<file path="src/hw/rtl/gpm_pkg.sv">
// Shared types, constants and helpers for the gradient position mapper.
package gpm_pkg;

  localparam int DEF_PIXEL_BITS = 12;
  localparam int DEF_FRAC_BITS  = 16;

  localparam int KIND_W   = 3;
  localparam int COORD_W  = 20;
  localparam int DELTA_W  = COORD_W + 1;
  localparam int LEN_W    = 2 * DELTA_W;
  localparam int CFG_IDX_W = 3;

  localparam int ANGLE_W        = 64;
  localparam int TURN_W         = 32;
  localparam int ANGLE_STEPS    = 32;
  localparam int ANGLE_NORM_MSB = 59;
  // prep stage, two normalize stages, one stage per rotation
  localparam int ANG_LAT        = ANGLE_STEPS + 3;

  localparam logic [KIND_W-1:0] KIND_LINEAR    = 3'd0;
  localparam logic [KIND_W-1:0] KIND_RADIAL    = 3'd1;
  localparam logic [KIND_W-1:0] KIND_ANGLE     = 3'd2;
  localparam logic [KIND_W-1:0] KIND_REFLECTED = 3'd3;
  localparam logic [KIND_W-1:0] KIND_DIAMOND   = 3'd4;

  localparam logic [CFG_IDX_W-1:0] CFG_KIND    = 3'd0;
  localparam logic [CFG_IDX_W-1:0] CFG_START_X = 3'd1;
  localparam logic [CFG_IDX_W-1:0] CFG_START_Y = 3'd2;
  localparam logic [CFG_IDX_W-1:0] CFG_END_X   = 3'd3;
  localparam logic [CFG_IDX_W-1:0] CFG_END_Y   = 3'd4;

  localparam logic [TURN_W-1:0] TURN_QUARTER = 32'h4000_0000;
  localparam logic [TURN_W-1:0] TURN_HALF    = 32'h8000_0000;
  localparam logic [TURN_W-1:0] TURN_3QUARTER = 32'hC000_0000;

  typedef struct packed {
    logic [KIND_W-1:0]         kind;
    logic signed [COORD_W-1:0] start_x;
    logic signed [COORD_W-1:0] start_y;
    logic signed [COORD_W-1:0] end_x;
    logic signed [COORD_W-1:0] end_y;
  } gpm_cfg_t;

  typedef struct packed {
    logic [KIND_W-1:0] kind;
    logic              degenerate;
  } gpm_ctl_t;

  // width of the signed point-minus-start value
  function automatic int rel_w(int pixel_bits);
    int px_w;
    px_w = pixel_bits + 4;
    return ((px_w > COORD_W - 1) ? px_w : COORD_W - 1) + 2;
  endfunction

  // width of the signed dot and cross products
  function automatic int dot_w(int pixel_bits);
    return rel_w(pixel_bits) + DELTA_W + 1;
  endfunction

  function automatic int max_i(int a, int b);
    return (a > b) ? a : b;
  endfunction

  // arctangent of 2^-i in turns, 2^32 is one turn
  function automatic logic [TURN_W-1:0] atan_turn(int i);
    logic [TURN_W-1:0] v;
    unique case (i)
      0: v = 32'd536870912;  1: v = 32'd316933406;  2: v = 32'd167458907;
      3: v = 32'd85004756;   4: v = 32'd42667331;   5: v = 32'd21354465;
      6: v = 32'd10679838;   7: v = 32'd5340245;    8: v = 32'd2670163;
      9: v = 32'd1335087;   10: v = 32'd667544;    11: v = 32'd333772;
      12: v = 32'd166886;   13: v = 32'd83443;     14: v = 32'd41722;
      15: v = 32'd20861;    16: v = 32'd10430;     17: v = 32'd5215;
      18: v = 32'd2608;     19: v = 32'd1304;      20: v = 32'd652;
      21: v = 32'd326;      22: v = 32'd163;       23: v = 32'd81;
      24: v = 32'd41;       25: v = 32'd20;        26: v = 32'd10;
      27: v = 32'd5;        28: v = 32'd3;         29: v = 32'd1;
      30: v = 32'd1;
      default: v = 32'd0;
    endcase
    return v;
  endfunction

endpackage

</file>
<file path="src/hw/rtl/gpm_div.sv">
// Pipelined restoring fraction divider, one quotient bit per stage.
module gpm_div #(
  parameter int STEPS = gpm_pkg::DEF_FRAC_BITS,
  parameter int TAG_W = 1
) (
  input  logic                      clk,
  input  logic                      en,
  input  logic [gpm_pkg::LEN_W:0]   num,
  input  logic [gpm_pkg::LEN_W-1:0] den,
  input  logic [TAG_W-1:0]          tag_in,
  output logic [STEPS-1:0]          quot,
  output logic [TAG_W-1:0]          tag_out
);
  import gpm_pkg::*;

  logic [LEN_W:0]   rem_r [STEPS];
  logic [LEN_W-1:0] den_r [STEPS];
  logic [STEPS-1:0] q_r   [STEPS];
  logic [TAG_W-1:0] tag_r [STEPS];

  for (genvar k = 0; k < STEPS; k++) begin : g_step
    logic [LEN_W:0]   rem_p;
    logic [LEN_W-1:0] den_p;
    logic [STEPS-1:0] q_p;
    logic [TAG_W-1:0] tag_p;
    logic [LEN_W+1:0] rem2, diff;
    logic             ge;

    if (k == 0) begin : g_first
      assign rem_p = num;
      assign den_p = den;
      assign q_p   = '0;
      assign tag_p = tag_in;
    end else begin : g_next
      assign rem_p = rem_r[k-1];
      assign den_p = den_r[k-1];
      assign q_p   = q_r[k-1];
      assign tag_p = tag_r[k-1];
    end

    // shift in a zero, subtract the divisor where it fits
    assign rem2 = {rem_p, 1'b0};
    assign diff = rem2 - {2'b00, den_p};
    assign ge   = (rem2 >= {2'b00, den_p});

    always_ff @(posedge clk) begin
      if (en) begin
        rem_r[k] <= ge ? diff[LEN_W:0] : rem2[LEN_W:0];
        den_r[k] <= den_p;
        q_r[k]   <= {q_p[STEPS-2:0], ge};
        tag_r[k] <= tag_p;
      end
    end
  end

  assign quot    = q_r[STEPS-1];
  assign tag_out = tag_r[STEPS-1];

endmodule

</file>
<file path="config.mk">
export PLATFORM = sky130hd
export DESIGN_NAME = gpm_div
export DESIGN_NICKNAME = d
export VERILOG_FILES = /design/src/hw/rtl/gpm_pkg.sv /design/src/hw/rtl/gpm_div.sv
export SDC_FILE = /design/constraint.sdc
export NUM_CORES = 2
export LEC_CHECK = 0
export ABC_AREA = 0
export BUFFER_PORTS_ARGS = -buffer_cell sky130_fd_sc_hd__buf_2
export CORE_ASPECT_RATIO = 1.25
export CORE_MARGIN = 3
export CORE_UTILIZATION = 60
export CTS_BUF_LIST = sky130_fd_sc_hd__clkbuf_4
export DETAILED_ROUTE_END_ITERATION = 16
export GPL_TIMING_DRIVEN = 0
export PLACE_DENSITY = 0.79
export SLEW_MARGIN = 20
export SYNTH_ARGS = -nofsm -noshare
export SYNTH_HDL_FRONTEND = slang
export SYNTH_SLANG_ARGS = --single-unit
</file>
<file path="constraint.sdc">
create_clock -name clk -period 3.8 [get_ports clk]
set_clock_uncertainty 0.1 [all_clocks]
set_input_delay 0.38 -clock clk [delete_from_list [all_inputs] [get_ports clk]]
set_output_delay 0.38 -clock clk [all_outputs]
set_load 0.05 [all_outputs]
</file>
==> results.txt, run 1 <==
Grt total ovfl - 175
CTS Buffer Depth - 4
Async S/R FF share, synth - 0%
Placed instance count - 10400
Post-DP Area - 90000 µm²
Netlist cell types - 78
Mean Syn Cell Area - 10.32 µm²
H-tree depth - 5
Mapped cell area - 86620 µm²
CTS root buf - clkbuf_4
RePlAce Congestion - 1.025
Die H - 430.8 µm
Place WS - -2.485 ns
Post-Synthesis Cells - 8396
Initial Util - 60.52%
Total GRT Usage - 46.32%
Total CTS buffers - 362
# IOs - 105
Clock net sink count - 1427
WEP type - register data pin
Seq/Total Area, Yosys - 49.47%
Syn Nets - 9170
Number of core rows - 155
Post-synth EDFFs - 1427
Status - aborted with a tool error
Die width - 345.8 µm
FF+latch count, synth - 1427
Port bufs - 104
Failing step - 5_1_grt
Largest net degree at the start of global routing - 159
Tool Error - [ERROR GRT-0232] Routing congestion too high. Check the congestion heatmap in the GUI.
Post-synth top flop - edfxtp_1
GRT worst endpoint - rem_r[1][179]$_DFFE_PP_/D
Final HPWL DP - 194700 µm
Synth Warn # - 0
## cells in the mapped netlist, drive strengths merged, types with 9 or more instances
library cell / count / area [µm²]
a211oi: 38 / 285.3
mux2: 105 / 1182
o21a: 65 / 488.0
a211o: 15 / 131.4
inv: 837 / 3142
or3: 24 / 150.1
nand4: 141 / 882.1
a221o: 12 / 120.1
a21boi: 24 / 183.9
o21bai: 121 / 908.4
and3: 63 / 394.1
ha: 671 / 8396
o31a: 14 / 122.6
nand2b: 79 / 494.2
a2111oi: 17 / 148.9
nand2: 689 / 2586
clkbuf: 247 / 927.1
edfxtp: 1427 / 42850
and2: 36 / 225.2
nand3: 142 / 710.7
nor4: 23 / 143.9
o21ai: 653 / 3268
buf: 35 / 150.1
a311oi: 14 / 122.6
or2: 18 / 112.6
o22ai: 9 / 56.30
nor3b: 14 / 105.1
and4: 17 / 148.9
a31oi: 72 / 450.4
a21o: 434 / 3258
a41oi: 16 / 140.1
xnor2: 323 / 2829
a21oi: 841 / 4209
o211ai: 30 / 225.2
nor2: 485 / 1821
xor2: 259 / 2268
nand3b: 11 / 82.58
o31ai: 50 / 375.4
nor2b: 90 / 563.0
nor3: 88 / 440.4
a221oi: 17 / 166.4
fa: 15 / 300.3
o2111ai: 15 / 131.4
## timing repair
item                                    CTS
gates cloned                             15
resized for setup                       828
hold buffers                            174
pin swaps                               122
endpoints found under the hold margin   773
endpoints found under the setup margin  644
buffers inserted                        189
## cell families after synthesis
kind of cell | Yosys count | share of synthesized area, %
AOI/OAI and AO/OA | 2536 | 17.93
DFF | 1427 | 49.47
buffers and inverters | 1119 | 4.871
xor gates and xnor gates | 582 | 5.885
adders and majority gates | 686 | 10.04
and+or+nand+nor | 1937 | 10.39
muxes | 109 | 1.411
## per-stage QoR
stage | hold slack, ns | util (%)
2_1_floorplan | 0.3003 | -
3_3_place_gp | 0.3003 | 62.58
3_5_place_dp | 0.3045 | 62.88
4_1_cts | -0.2174 | 70.55
## per-layer routing
layer | overflow | global-route usage, %
met5 | 1 | 5.928
met4 | 81 | 49.22
met3 | 2 | 19.14
met2 | 88 | 78.26
met1 | 3 | 38.86
==> run 2: changes to the inputs <==
--- a/config.mk
+++ b/config.mk
@@ -7,13 +7,11 @@
 export LEC_CHECK = 0
 export ABC_AREA = 0
 export BUFFER_PORTS_ARGS = -buffer_cell sky130_fd_sc_hd__buf_2
-export CORE_ASPECT_RATIO = 1.25
 export CORE_MARGIN = 3
-export CORE_UTILIZATION = 60
-export CTS_BUF_LIST = sky130_fd_sc_hd__clkbuf_4
+export CORE_UTILIZATION = 40
 export DETAILED_ROUTE_END_ITERATION = 16
 export GPL_TIMING_DRIVEN = 0
-export PLACE_DENSITY = 0.79
+export PLACE_DENSITY_LB_ADDON = 0.15
 export SLEW_MARGIN = 20
 export SYNTH_ARGS = -nofsm -noshare
 export SYNTH_HDL_FRONTEND = slang
==> constraint.sdc (replaced) <==
create_clock -name clk -period 4.95 [get_ports clk]
set_clock_uncertainty 0.1 [all_clocks]
set_input_delay 0.495 -clock clk [delete_from_list [all_inputs] [get_ports clk]]
set_output_delay 0.495 -clock clk [all_outputs]
set_load 0.05 [all_outputs]
==> run 2 against run 1 <==
Synthesized area unchanged. Synthesized cell count unchanged. The run now ends clean.
==> results.txt, run 2 <==
CP bufs+invs - 3
Total GRT Usage - 21.93%
Largest family of logic cells by synthesized area - compound AO/OA/AOI/OAI gates
Area delta synth->final - 13.25%
Mux contribution to synthesized area - 1.411% (unchanged)
Maximum VDD drop - 0.4040 mV
PwrDens - 652.4 nW/µm²
CTS tree - yes
Syn Nets - 9170 (unchanged)
Netlist cell types - 78 (unchanged)
Worst path required time - 5.42 ns
Most numerous cell in the Yosys netlist - edfxtp_1
Status - finished, final reports clean
Largest register by flop count - rem_r
Slowest cell on the critical path - a311oi_1
Max Cap Viol - 0
Crit Path Category - flip-flop to flip-flop
First-pass GRT wire length - 376300 µm
Post-DP Area - 91220 µm² (+1.3%)
Mapped cell area - 86620 µm² (unchanged)
Pwr Total - 64.00 mW
Initial DRC count - 3040
Port bufs - 104 (unchanged)
Post-synth top flop - edfxtp_1
Final HPWL DP - 198500 µm (+1.9%)
Initial antenna violation count - 6
Core area - 215000 µm²
Hold/Removal Path Class - input port to flip-flop
Number of core rows - 170 (+9.7%)
# IOs - 105 (unchanged)
Worst setup EP type - flip-flop
Place WS - -1.632 ns (+0.8534 ns)
Most frequent cells in the layout - edfxtp_1 (1427), inv_1 (837), a21oi_1 (832)
Setup TNS - 0 ns
Utilization after layout - 45.62%
Final #Nets - 9564
WHS - 0.08014 ns
Placed instance count - 11360 (+9.2%)
Slew Limit Fails - 0
Synth Warn # - 0 (unchanged)
Leak - 40.38 nW
DRC viols - 0
Worst skew pair latency - 0.83 ns
Clock net sink count - 1427 (unchanged)
Crit share post-route - 98.03%
Synth Area in Simple Gates - 10.39% (unchanged)
Seq/Total Area, Yosys - 49.47% (unchanged)
Routed vias/inst - 5.310
Die H - 471.3 µm (+9.4%)
First-pass DRT Iterations - 6
Via count - 62550
Adder-cell share of the synthesized area - 10.04% (unchanged)
RePlAce Congestion - 0.9221 (-10%)
Initial Util - 40.28% (-20 points)
CP cell instances - inv_1 -> ha_1 -> clkbuf_1 -> and3_1 -> nand4_1 -> nor4_2 -> nand2_1 -> a311oi_1 -> a211oi_4 -> inv_1 -> mux2_2
R2r setup slk - 0.1 ns
Cell family with most CP delay - simple AND/OR/NAND/NOR gates
Largest registers - rem_r (645), den_r (630), q_r (136)
Largest net degree at the start of global routing - 154
FMAX - 206.1 MHz
Post-Synthesis Cells - 8396 (unchanged)
Slew headroom - 25.39%
Final setup fails - 0
Crit start category - flip-flop
Synth Area in Compound Gates - 17.93% (unchanged)
Total CTS buffers - 171 (-53%)
Reg clk slew, reported paths - 0.06 ns
Area share of the largest cell type after synthesis - 49.47% (unchanged)
CTS root buf - clkbuf_16
Worst Tran Pin Value - 1.111 ns
Die area - 222200 µm²
Crit path largest cell delay - 0.78 ns
Mean Syn Cell Area - 10.32 µm² (unchanged)
Post-synth EDFFs - 1427 (unchanged)
Post-Synth XOR/XNOR Area - 5.885% (unchanged)
Crit path time final - 4.852 ns
Share of post-route cells with drive strength above 1 - 7.112%
Async S/R FF share, synth - 0% (unchanged)
Synth area leaders - edfxtp_1 (49%), ha_1 (9.7%), a21oi_1 (4.9%)
Worst Slack Setup Final - 0.09758 ns
Top cells by count, synth - edfxtp_1 (1427), a21oi_1 (841), inv_1 (837)
Commonest non-fill, non-tap cell in the layout - edfxtp_1
Post-synth top area cell - edfxtp_1
Wirelength, routed - 245700 µm
Unrepaired setup endpoints after global routing - no
Final hold vios - 0
Worst path arrival time - 5.32 ns
Design Area, Final - 98100 µm²
Remaining antenna violation count after routing - 0
CTS Buffer Depth - 3 (-1)
FF+latch count, synth - 1427 (unchanged)
Largest register FFs - 645
Worst Path Max Fanout - 7
Die width - 471.3 µm (+36%)
Final Non-Filler Cells - 11780
Routed length per instance - 20.86 µm
Grt total ovfl - 0
Vias in the first global route - 67020
Critical path's most frequent cell - inv_1
H-tree depth - 4 (-1)
[run 2: cell counts after synthesis]
No cell type changed its count.
[run 2: worst paths after layout]
path	depth (start not counted)	start	to
hold / removal	3	num[0]	rem_r[0][1]
setup reg to reg	11	den_r[0][18]	rem_r[0][61]
hold reg to reg	0	q_r[6][21]	q_r[7][6]
setup / recovery	11	den_r[0][18]	rem_r[0][61]
[run 2: what timing repair did]
action / CTS / global route
hold endpoints to repair: 146 / 1
endpoints found under the setup margin: 579 / 169
setup buffers: 6 / 7
hold buffers: 86 / 1
gates resized for setup: 103 / 28
pin swaps: 3 / 4
[run 2: logic make-up (layout without fill, tap and decap cells)]
family	after synthesis	in the layout
flops	1427	1427
buf+inv	1119	1651
other cells	0	12
xor+xnor	582	582
compound gates	2536	2536
fa+ha+maj	686	686
mux	109	109
simple gates	1937	1937
[run 2: metal layers]
layer / global-route usage [%] / up-vias / wire length (µm)
li1: - / 31310 / -
met1: 18.80 / 29350 / 80030
met2: 44.29 / 1201 / 136300
met3: 2.575 / 685 / 5971
met4: 18.15 / 0 / 23370
met5: 0 / - / 0
[run 2: report_power, final]
group / leakage [nW] / internal, mW / switching (mW) / total, mW
clock: 2.67 / 7.14 / 5.14 / 12.3
combinational: 23.8 / 12.4 / 19.2 / 31.6
sequential: 13.9 / 18.4 / 1.79 / 20.2
total: 40.4 / 37.9 / 26.1 / 64.0
[run 2: layout make-up]
class	instances	area [µm²]
antenna	12	30.03
timing repair buffer	225	1921
inverter	837	3142
fill	20100	116900
clock inverter	112	1100
multi-input combinational	5850	39900
tap	2838	3551
buffer	278	1194
clock buffer	199	4405
sequential	1427	42850
[run 2: tightest hold or removal path, cell delays in order]
cell and delay, ns:
buf_2 0.12, fa_1 0.16, mux2_2 0.13
No activity file was read; power rests on OpenSTA's default activity.
