### src/hw/rtl/gpm_pkg.sv
// Shared types, constants and helpers for the gradient position mapper.
package gpm_pkg;

  localparam int DEF_PIXEL_BITS = 12;
  localparam int DEF_FRAC_BITS  = 16;

  localparam int KIND_W   = 3;
  localparam int COORD_W  = 20;
  localparam int DELTA_W  = COORD_W + 1;
  localparam int LEN_W    = 2 * DELTA_W;
  localparam int CFG_IDX_W = 3;

  localparam int ANGLE_W        = 64;
  localparam int TURN_W         = 32;
  localparam int ANGLE_STEPS    = 32;
  localparam int ANGLE_NORM_MSB = 59;
  // prep stage, two normalize stages, one stage per rotation
  localparam int ANG_LAT        = ANGLE_STEPS + 3;

  localparam logic [KIND_W-1:0] KIND_LINEAR    = 3'd0;
  localparam logic [KIND_W-1:0] KIND_RADIAL    = 3'd1;
  localparam logic [KIND_W-1:0] KIND_ANGLE     = 3'd2;
  localparam logic [KIND_W-1:0] KIND_REFLECTED = 3'd3;
  localparam logic [KIND_W-1:0] KIND_DIAMOND   = 3'd4;

  localparam logic [CFG_IDX_W-1:0] CFG_KIND    = 3'd0;
  localparam logic [CFG_IDX_W-1:0] CFG_START_X = 3'd1;
  localparam logic [CFG_IDX_W-1:0] CFG_START_Y = 3'd2;
  localparam logic [CFG_IDX_W-1:0] CFG_END_X   = 3'd3;
  localparam logic [CFG_IDX_W-1:0] CFG_END_Y   = 3'd4;

  localparam logic [TURN_W-1:0] TURN_QUARTER = 32'h4000_0000;
  localparam logic [TURN_W-1:0] TURN_HALF    = 32'h8000_0000;
  localparam logic [TURN_W-1:0] TURN_3QUARTER = 32'hC000_0000;

  typedef struct packed {
    logic [KIND_W-1:0]         kind;
    logic signed [COORD_W-1:0] start_x;
    logic signed [COORD_W-1:0] start_y;
    logic signed [COORD_W-1:0] end_x;
    logic signed [COORD_W-1:0] end_y;
  } gpm_cfg_t;

  typedef struct packed {
    logic [KIND_W-1:0] kind;
    logic              degenerate;
  } gpm_ctl_t;

  // width of the signed point-minus-start value
  function automatic int rel_w(int pixel_bits);
    int px_w;
    px_w = pixel_bits + 4;
    return ((px_w > COORD_W - 1) ? px_w : COORD_W - 1) + 2;
  endfunction

  // width of the signed dot and cross products
  function automatic int dot_w(int pixel_bits);
    return rel_w(pixel_bits) + DELTA_W + 1;
  endfunction

  function automatic int max_i(int a, int b);
    return (a > b) ? a : b;
  endfunction

  // arctangent of 2^-i in turns, 2^32 is one turn
  function automatic logic [TURN_W-1:0] atan_turn(int i);
    logic [TURN_W-1:0] v;
    unique case (i)
      0: v = 32'd536870912;  1: v = 32'd316933406;  2: v = 32'd167458907;
      3: v = 32'd85004756;   4: v = 32'd42667331;   5: v = 32'd21354465;
      6: v = 32'd10679838;   7: v = 32'd5340245;    8: v = 32'd2670163;
      9: v = 32'd1335087;   10: v = 32'd667544;    11: v = 32'd333772;
      12: v = 32'd166886;   13: v = 32'd83443;     14: v = 32'd41722;
      15: v = 32'd20861;    16: v = 32'd10430;     17: v = 32'd5215;
      18: v = 32'd2608;     19: v = 32'd1304;      20: v = 32'd652;
      21: v = 32'd326;      22: v = 32'd163;       23: v = 32'd81;
      24: v = 32'd41;       25: v = 32'd20;        26: v = 32'd10;
      27: v = 32'd5;        28: v = 32'd3;         29: v = 32'd1;
      30: v = 32'd1;
      default: v = 32'd0;
    endcase
    return v;
  endfunction

endpackage

### src/hw/rtl/gpm_sqrt.sv
// Pipelined integer square root, one root bit per stage.
module gpm_sqrt #(
  parameter int ROOT_BITS = gpm_pkg::DEF_FRAC_BITS,
  parameter int TAG_W     = 1
) (
  input  logic                     clk,
  input  logic                     en,
  input  logic [2*ROOT_BITS-1:0]   radicand,
  input  logic [TAG_W-1:0]         tag_in,
  output logic [ROOT_BITS-1:0]     root,
  output logic [TAG_W-1:0]         tag_out
);

  localparam int VW  = 2 * ROOT_BITS;
  localparam int RMW = ROOT_BITS + 2;

  logic [VW-1:0]        v_r    [ROOT_BITS];
  logic [RMW-1:0]       rem_r  [ROOT_BITS];
  logic [ROOT_BITS-1:0] root_r [ROOT_BITS];
  logic [TAG_W-1:0]     tag_r  [ROOT_BITS];

  for (genvar k = 0; k < ROOT_BITS; k++) begin : g_step
    logic [VW-1:0]        v_p;
    logic [RMW-1:0]       rem_p, rem_c, trial;
    logic [ROOT_BITS-1:0] root_p;
    logic [TAG_W-1:0]     tag_p;
    logic                 ge;

    if (k == 0) begin : g_first
      assign v_p    = radicand;
      assign rem_p  = '0;
      assign root_p = '0;
      assign tag_p  = tag_in;
    end else begin : g_next
      assign v_p    = v_r[k-1];
      assign rem_p  = rem_r[k-1];
      assign root_p = root_r[k-1];
      assign tag_p  = tag_r[k-1];
    end

    // bring down the next two radicand bits and try root*4+1
    assign rem_c = {rem_p[RMW-3:0], v_p[VW-1:VW-2]};
    assign trial = {root_p, 2'b01};
    assign ge    = (rem_c >= trial);

    always_ff @(posedge clk) begin
      if (en) begin
        v_r[k]    <= {v_p[VW-3:0], 2'b00};
        rem_r[k]  <= ge ? (rem_c - trial) : rem_c;
        root_r[k] <= {root_p[ROOT_BITS-2:0], ge};
        tag_r[k]  <= tag_p;
      end
    end
  end

  assign root    = root_r[ROOT_BITS-1];
  assign tag_out = tag_r[ROOT_BITS-1];

endmodule

### config.mk
export PLATFORM = sky130hd
export DESIGN_NAME = gpm_sqrt
export DESIGN_NICKNAME = d
export VERILOG_FILES = /design/src/hw/rtl/gpm_pkg.sv /design/src/hw/rtl/gpm_sqrt.sv
export SDC_FILE = /design/constraint.sdc
export NUM_CORES = 1
export LEC_CHECK = 0
export BUFFER_PORTS_ARGS = -buffer_cell sky130_fd_sc_hd__buf_2
export CAP_MARGIN = 25
export CORE_AREA = 3 3 248 250
export CTS_CLUSTER_DIAMETER = 200
export DETAILED_ROUTE_END_ITERATION = 12
export DIE_AREA = 0 0 251 253
export GPL_TIMING_DRIVEN = 0
export PLACE_DENSITY_LB_ADDON = 0.12
export SYNTH_ARGS = -nofsm -noshare
export SYNTH_HDL_FRONTEND = slang
export SYNTH_SLANG_ARGS = --single-unit
### constraint.sdc
create_clock -name clk -period 4.3 [get_ports clk]
set_input_delay 0.43 -clock clk [delete_from_list [all_inputs] [get_ports clk]]
set_output_delay 0.43 -clock clk [all_outputs]
set_load 0.005 [all_outputs]
==> flow_summary.toml, run 1 <==
[status]
status = "finished clean"

[clock_network]
cts_tree = "yes"
htree_levels = 3
path_clk_slew_ns = 0.06
cts_root_buf = "clkbuf_16"
clk_latency_ns = 0.59
cts_sinks = 616
clock_path_buffers = 3
cts_buffers = 67
cts_setup_buffers = 0

[place]
placed_cells = 2898
dpl.hpwl_um = 35000
gp_congestion = 0.889
port-buffer-count = 51
dp_worst_setup_slack_ns = 1.00

[power_and_ir_drop]
peakVddDrop_uv = 332
power_mw = 16.1
leakagePower_nw = 12.4
power_density_nw_per_um2 = 499

[setup_path]
crit_buf_inv = 1
slowest_delay_ns = 0.67
slowest_stage = "o41ai_4"
worstPathRequired_ns = 4.63
endpoint_kind = "flop"
crit_family = "compound AO/OA/AOI/OAI gates"
arrival_ns = 3.74
critPathMaxFanout = 10
start_kind = "flop"
critPathKind = "flop to flop"
crit_chain = "ha_1 > a21oi_1 > o21ai_0 > nor2_1 > o41ai_4 > buf_4 > mux2_2"

[synth]
ys_types = 79
ys_warn_count = 0
synth_top_flop_cell = "edfxtp_1"
synth_area_leaders = "edfxtp_1 65%, ha_1 6.7%, xnor2_1 2.5%"
avgSynthCellArea_um2 = 13.7
ys_async_sr_fraction_pct = 0
synth_top_area_cell = "edfxtp_1"
synth_edf_count = 616
synthCells = 2070
syn_nets = 2257
synth-seq-cells = 616
synth_top_area_share_pct = 65.2
syn_area_um2 = 28400
ys_seq_area_share_pct = 65.2

[routing]
vias = 16321
highest_layer = "met4"
ant_nets = 0
post_drt_wl_per_cell_um = 16.4
drtIter0Drc = 1159
firstDrtPassIters = 5
wl_met1_um = 23200
route.met3.wl_um = 2020
finalWirelength_um = 50100
met2WireLength_um = 23800
vias_per_cell = 5.35
route.detailed.drc = 0

[final_layout]
utilization_pct = 54.3
diodes = 0
num-fill-cells = 4936
syn_to_final_growth_pct = 13.4
fin_nets = 2412
final_cell_count_no_fill = 3052
layout-drive-gt1-share_pct = 11.2

[timing]
period_needed_ns = 3.41
hold_viol = 0
rsz0062_at_grt = "no"
relSlewSlack_pct = 27.6
worst-slew-pin-transition_ns = 1.06
setup_viol = 0
max_freq_ghz = 0.293
fin_ws_ns = 0.888
fin_crit_sh_pct = 79.3
slew_viol_final = 0
finClkSkew_ns = 0.0178
whs_ns = 0.127

[run]
max-cap-violations = 0

[global_route]
grt_pass1_vias = 16270
grt_max_degree = 139
antenna_found_initial = 0
grtUsageTotal_pct = 15.9
overflow = 0
grt_first_pass_wirelength_um = 82000

[die]
num_rows = 89
start_util_pct = 47.9
io_pins = 52
die_h_um = 253
core_um2 = 59200
die_x_um = 251
die-area_um2 = 63500

[min_path]
hp-class = "primary input to flop"
## cell families after synthesis
kind of cell             synth area share [%]
adder cells (fa/ha/maj)                  6.71
other                                  0.0132
AO/OA/AOI/OAI                            8.98
flip-flops                               65.2
multiplexers                             2.35
XOR/XNOR                                 4.85
buffers and inverters                    2.86
AND/OR/NAND/NOR                          9.02
## cells in the final DEF, fill, tap and decap left out, types with 8 or more instances in the layout
cell type	netlist	final
and2_1	9	9
xnor2_1	81	81
buf_2	14	64
xor2_1	76	76
dlygate4sd3_1	0	31
a31oi_1	11	11
o31a_1	10	10
o31ai_1	13	13
nor4_1	27	27
nand2b_1	30	30
a21oi_1	103	103
clkbuf_1	8	27
clkbuf_16	0	68
o21a_1	34	34
clkinv_1	1	18
or2_2	14	14
or3_1	18	18
nor2_1	117	117
o21ai_0	80	80
inv_1	178	178
a211oi_1	17	17
or4_1	8	8
mux2_2	53	53
and3_1	11	11
nor3_1	52	52
nor2b_1	19	19
nand4_1	17	17
o211ai_1	14	14
edfxtp_1	616	616
ha_1	152	152
nand2_1	104	104
a21o_1	38	38
nand3_1	31	31
## repair_timing
action                    in CTS  in global routing
hold endpoints to repair      31                  0
resized for setup              0                  0
hold buffers                  31                  0
## state kept, by name, summed over array words and instances (netlist names)
signal / cells
tag_r: 16
root_r: 136
rem_r: 224
v_r: 240
## final timing paths
kind / from / end / slack [ns] / cells past startpoint
worst max-delay path: rem_r[1][95] / rem_r[1][120] / 0.89 / 7
worst min-delay path: radicand[31] / root_r[0][0] / 0.13 / 2
worst max register to register: rem_r[1][95] / rem_r[1][120] / 0.89 / 7
worst min register to register: v_r[1][52] / v_r[1][84] / 0.41 / 0
## cell usage after synthesis, types with 8 or more instances
| library cell | count |
|---|---|
| clkbuf_1 | 8 |
| o211ai_1 | 14 |
| o21ai_0 | 80 |
| a31oi_1 | 11 |
| inv_1 | 178 |
| or4_1 | 8 |
| nor2_1 | 117 |
| buf_2 | 14 |
| and2_1 | 9 |
| edfxtp_1 | 616 |
| mux2_2 | 53 |
| nand3_1 | 31 |
| nor3_1 | 52 |
| nand2_1 | 104 |
| a21oi_1 | 103 |
| o31ai_1 | 13 |
| ha_1 | 152 |
| nand4_1 | 17 |
| or2_2 | 14 |
| xor2_1 | 76 |
| nand2b_1 | 30 |
| nor2b_1 | 19 |
| o31a_1 | 10 |
| nor4_1 | 27 |
| and3_1 | 11 |
| or3_1 | 18 |
| xnor2_1 | 81 |
| o21a_1 | 34 |
| a21o_1 | 38 |
| a211oi_1 | 17 |
## per-stage QoR
step           instance area, µm²   TNS, ns
6_report                    32200         0
5_1_grt                     32200         0
4_1_cts                     32200         0
3_5_place_dp                29700         0
3_3_place_gp                29600  -3771.51
2_1_floorplan               28400         0
## routing by layer
layer	up-vias	track usage (%)
li1	8059	-
met1	7878	21.6
met2	302	26.4
met3	82	2.66
met4	0	5.47
met5	-	0
## cell type report
class	count	area (µm²)	area share [%]
sequential	616	18500	57.5
multi-input combinational	1247	9050	28.1
clock buffer	87	1770	5.51
tap	773	967	3.01
timing repair buffer	86	686	2.13
inverter	180	676	2.10
clock inverter	36	372	1.16
buffer	27	136	0.424
## power by group
group / internal [mW] / switching, mW / leakage [nW]
clock: 3.25 / 2.28 / 1.03
sequential: 7.47 / 0.355 / 5.91
combinational: 1.22 / 1.48 / 5.47
(Power assumes the default switching activity.)
==> inputs of run 2 (changes only) <==
==> constraint.sdc (replaced) <==
create_clock -name clk -period 3.47 [get_ports clk]
set_input_delay 0.347 -clock clk [delete_from_list [all_inputs] [get_ports clk]]
set_output_delay 0.347 -clock clk [all_outputs]
set_load 0.005 [all_outputs]
==> run 2 against run 1 <==
Net effect: routed wire length is 0.23% higher; critical path type unchanged; cell count rose by 0.16%; via count about the same; combinational power grew 25%; flip-flop and latch count stayed put; utilization is 0.074 points higher; non-clock buffer count grew 5; count of clock-buffer cells in the layout did not move; largest cell class unchanged; maximum frequency is 6.7% higher; die area stayed put.
==> flow_summary.toml, run 2 (synthesized netlist as in run 1, its figures left out) <==
[status]
status = "finished clean"

[clock_network]
path_clk_slew_ns = 0.06
cts_tree = "yes"
clk_latency_ns = 0.59
clock_path_buffers = 3
cts_root_buf = "clkbuf_16"
htree_levels = 3
cts_sinks = 616
cts_buffers = 67

[routing]
finalWirelength_um = 50200
firstDrtPassIters = 5
vias = 16325
drtIter0Drc = 1084
vias_per_cell = 5.34
ant_nets = 0
route.detailed.drc = 0
post_drt_wl_per_cell_um = 16.4

[die]
die_h_um = 253
num_rows = 89
die_x_um = 251
io_pins = 52
core_um2 = 59200
die-area_um2 = 63500
start_util_pct = 47.9

[final_layout]
regMostFlops = "v_r"
final_cell_mix = "616 x edfxtp_1, 178 x inv_1, 152 x ha_1"
layout_commonest_cell = "edfxtp_1"
num-fill-cells = 4928
multi_input_area_um2 = 9060
utilization_pct = 54.4
fin_nets = 2417
syn_to_final_growth_pct = 13.5
largest_register_ffs = 240
register_area_um2 = 18500
final_cell_count_no_fill = 3057
diodes = 0
layout-drive-gt1-share_pct = 11.4
reg.largest.list = "v_r (240), rem_r (224), root_r (136)"

[setup_path]
regToRegSetupSlack_ns = 0.27
r2r-end = "rem_r[1][65]"
worstPathRequired_ns = 3.81
critPathKind = "flop to flop"
endpoint_kind = "flop"
critPathMaxFanout = 10
start_kind = "flop"
arrival_ns = 3.54
crit-reg2reg-launch = "v_r[1][89]"
reg2regPathDepth = 9

[power_and_ir_drop]
peakVddDrop_uv = 407
power_density_nw_per_um2 = 619
power_mw = 19.9
leakagePower_nw = 12.4

[timing]
hold_viol = 0
finClkSkew_ns = 0.0186
whs_ns = 0.0435
slew_viol_final = 0
fin_crit_sh_pct = 92.1
period_needed_ns = 3.20
setup_viol = 0
max_freq_ghz = 0.313
relSlewSlack_pct = 26.9
rsz0062_at_grt = "no"
worst-slew-pin-transition_ns = 1.07

[run]
max-cap-violations = 0

[min_path]
hp-class = "primary input to flop"
whs_endpoint = "root_r[0][0]"
min_path_cells = 2
min-delay-start = "radicand[31]"

[global_route]
grt_first_pass_wirelength_um = 82000
grtUsageTotal_pct = 15.9
grt_max_degree = 139
overflow = 0
antenna_found_initial = 0
grt_pass1_vias = 16270

[place]
dpl.hpwl_um = 35000
gp_congestion = 0.889
placed_cells = 2898
port-buffer-count = 51
run 2: routing by layer:
| layer | vias to the layer above | GRT usage (%) | part of all wire [%] |
|---|---|---|---|
| met2 | 306 | 26.4 | 48 |
| met3 | 82 | 2.66 | 4.2 |
| met4 | 0 | 5.47 | 2.3 |
| li1 | 8068 | - | - |
| met5 | - | 0 | 0 |
| met1 | 7869 | 21.6 | 46 |
run 2: timing repair:
item / in CTS / in global routing
setup endpoints to repair: 0 / 6
resized for setup: 0 / 1
hold buffers: 31 / 0
setup buffers: 0 / 5
endpoints found under the hold margin: 31 / 0
run 2: worst max-delay path by stage:
stage                       startpoint            end  slack, ns
after floorplan           rem_r[1][91]  rem_r[1][117]       0.89
after global placement              en    v_r[0][169]      -6.96
after detailed placement  rem_r[1][30]   rem_r[1][45]       0.17
after CTS                 rem_r[1][30]   rem_r[1][45]       0.15
after global routing        v_r[1][89]   rem_r[1][64]       0.12
final                       v_r[1][89]   rem_r[1][65]       0.27
run 2: power by group:
| group | leakage (nW) | internal, mW | switching [mW] |
|---|---|---|---|
| Clock | 1.03 | 4.02 | 2.83 |
| Combinational | 5.49 | 1.53 | 1.84 |
| Sequential | 5.91 | 9.26 | 0.443 |
| Total | 12.4 | 14.8 | 5.11 |
run 2: through the flow:
stage | area [µm²] | TNS [ns] | setup WS (ns)
after detailed placement | 29700 | 0 | 0.174
final | 32200 | 0 | 0.274
after global routing | 32200 | 0 | 0.124
after global placement | 29600 | -4231.66 | -6.96
after CTS | 32200 | 0 | 0.148
after floorplan | 28400 | 0 | 0.890
run 2: cell type report:
class | count | share of cell area (%)
timing repair buffer | 91 | 2.25
buffer | 27 | 0.424
clock buffer | 87 | 5.51
multi-input combinational | 1247 | 28.1
clock inverter | 36 | 1.15
tap | 773 | 3.00
inverter | 180 | 2.10
sequential | 616 | 57.4
run 2: critical path, stage by stage (launching register included):
cell and delay (ns):
edfxtp_1 0.50, inv_1 0.14, ha_1 0.23, nor2b_1 0.18, o2111ai_1 0.23, a21oi_1 0.37
o211ai_1 0.23, nand2_1 0.32, buf_2 0.38, mux2_2 0.37
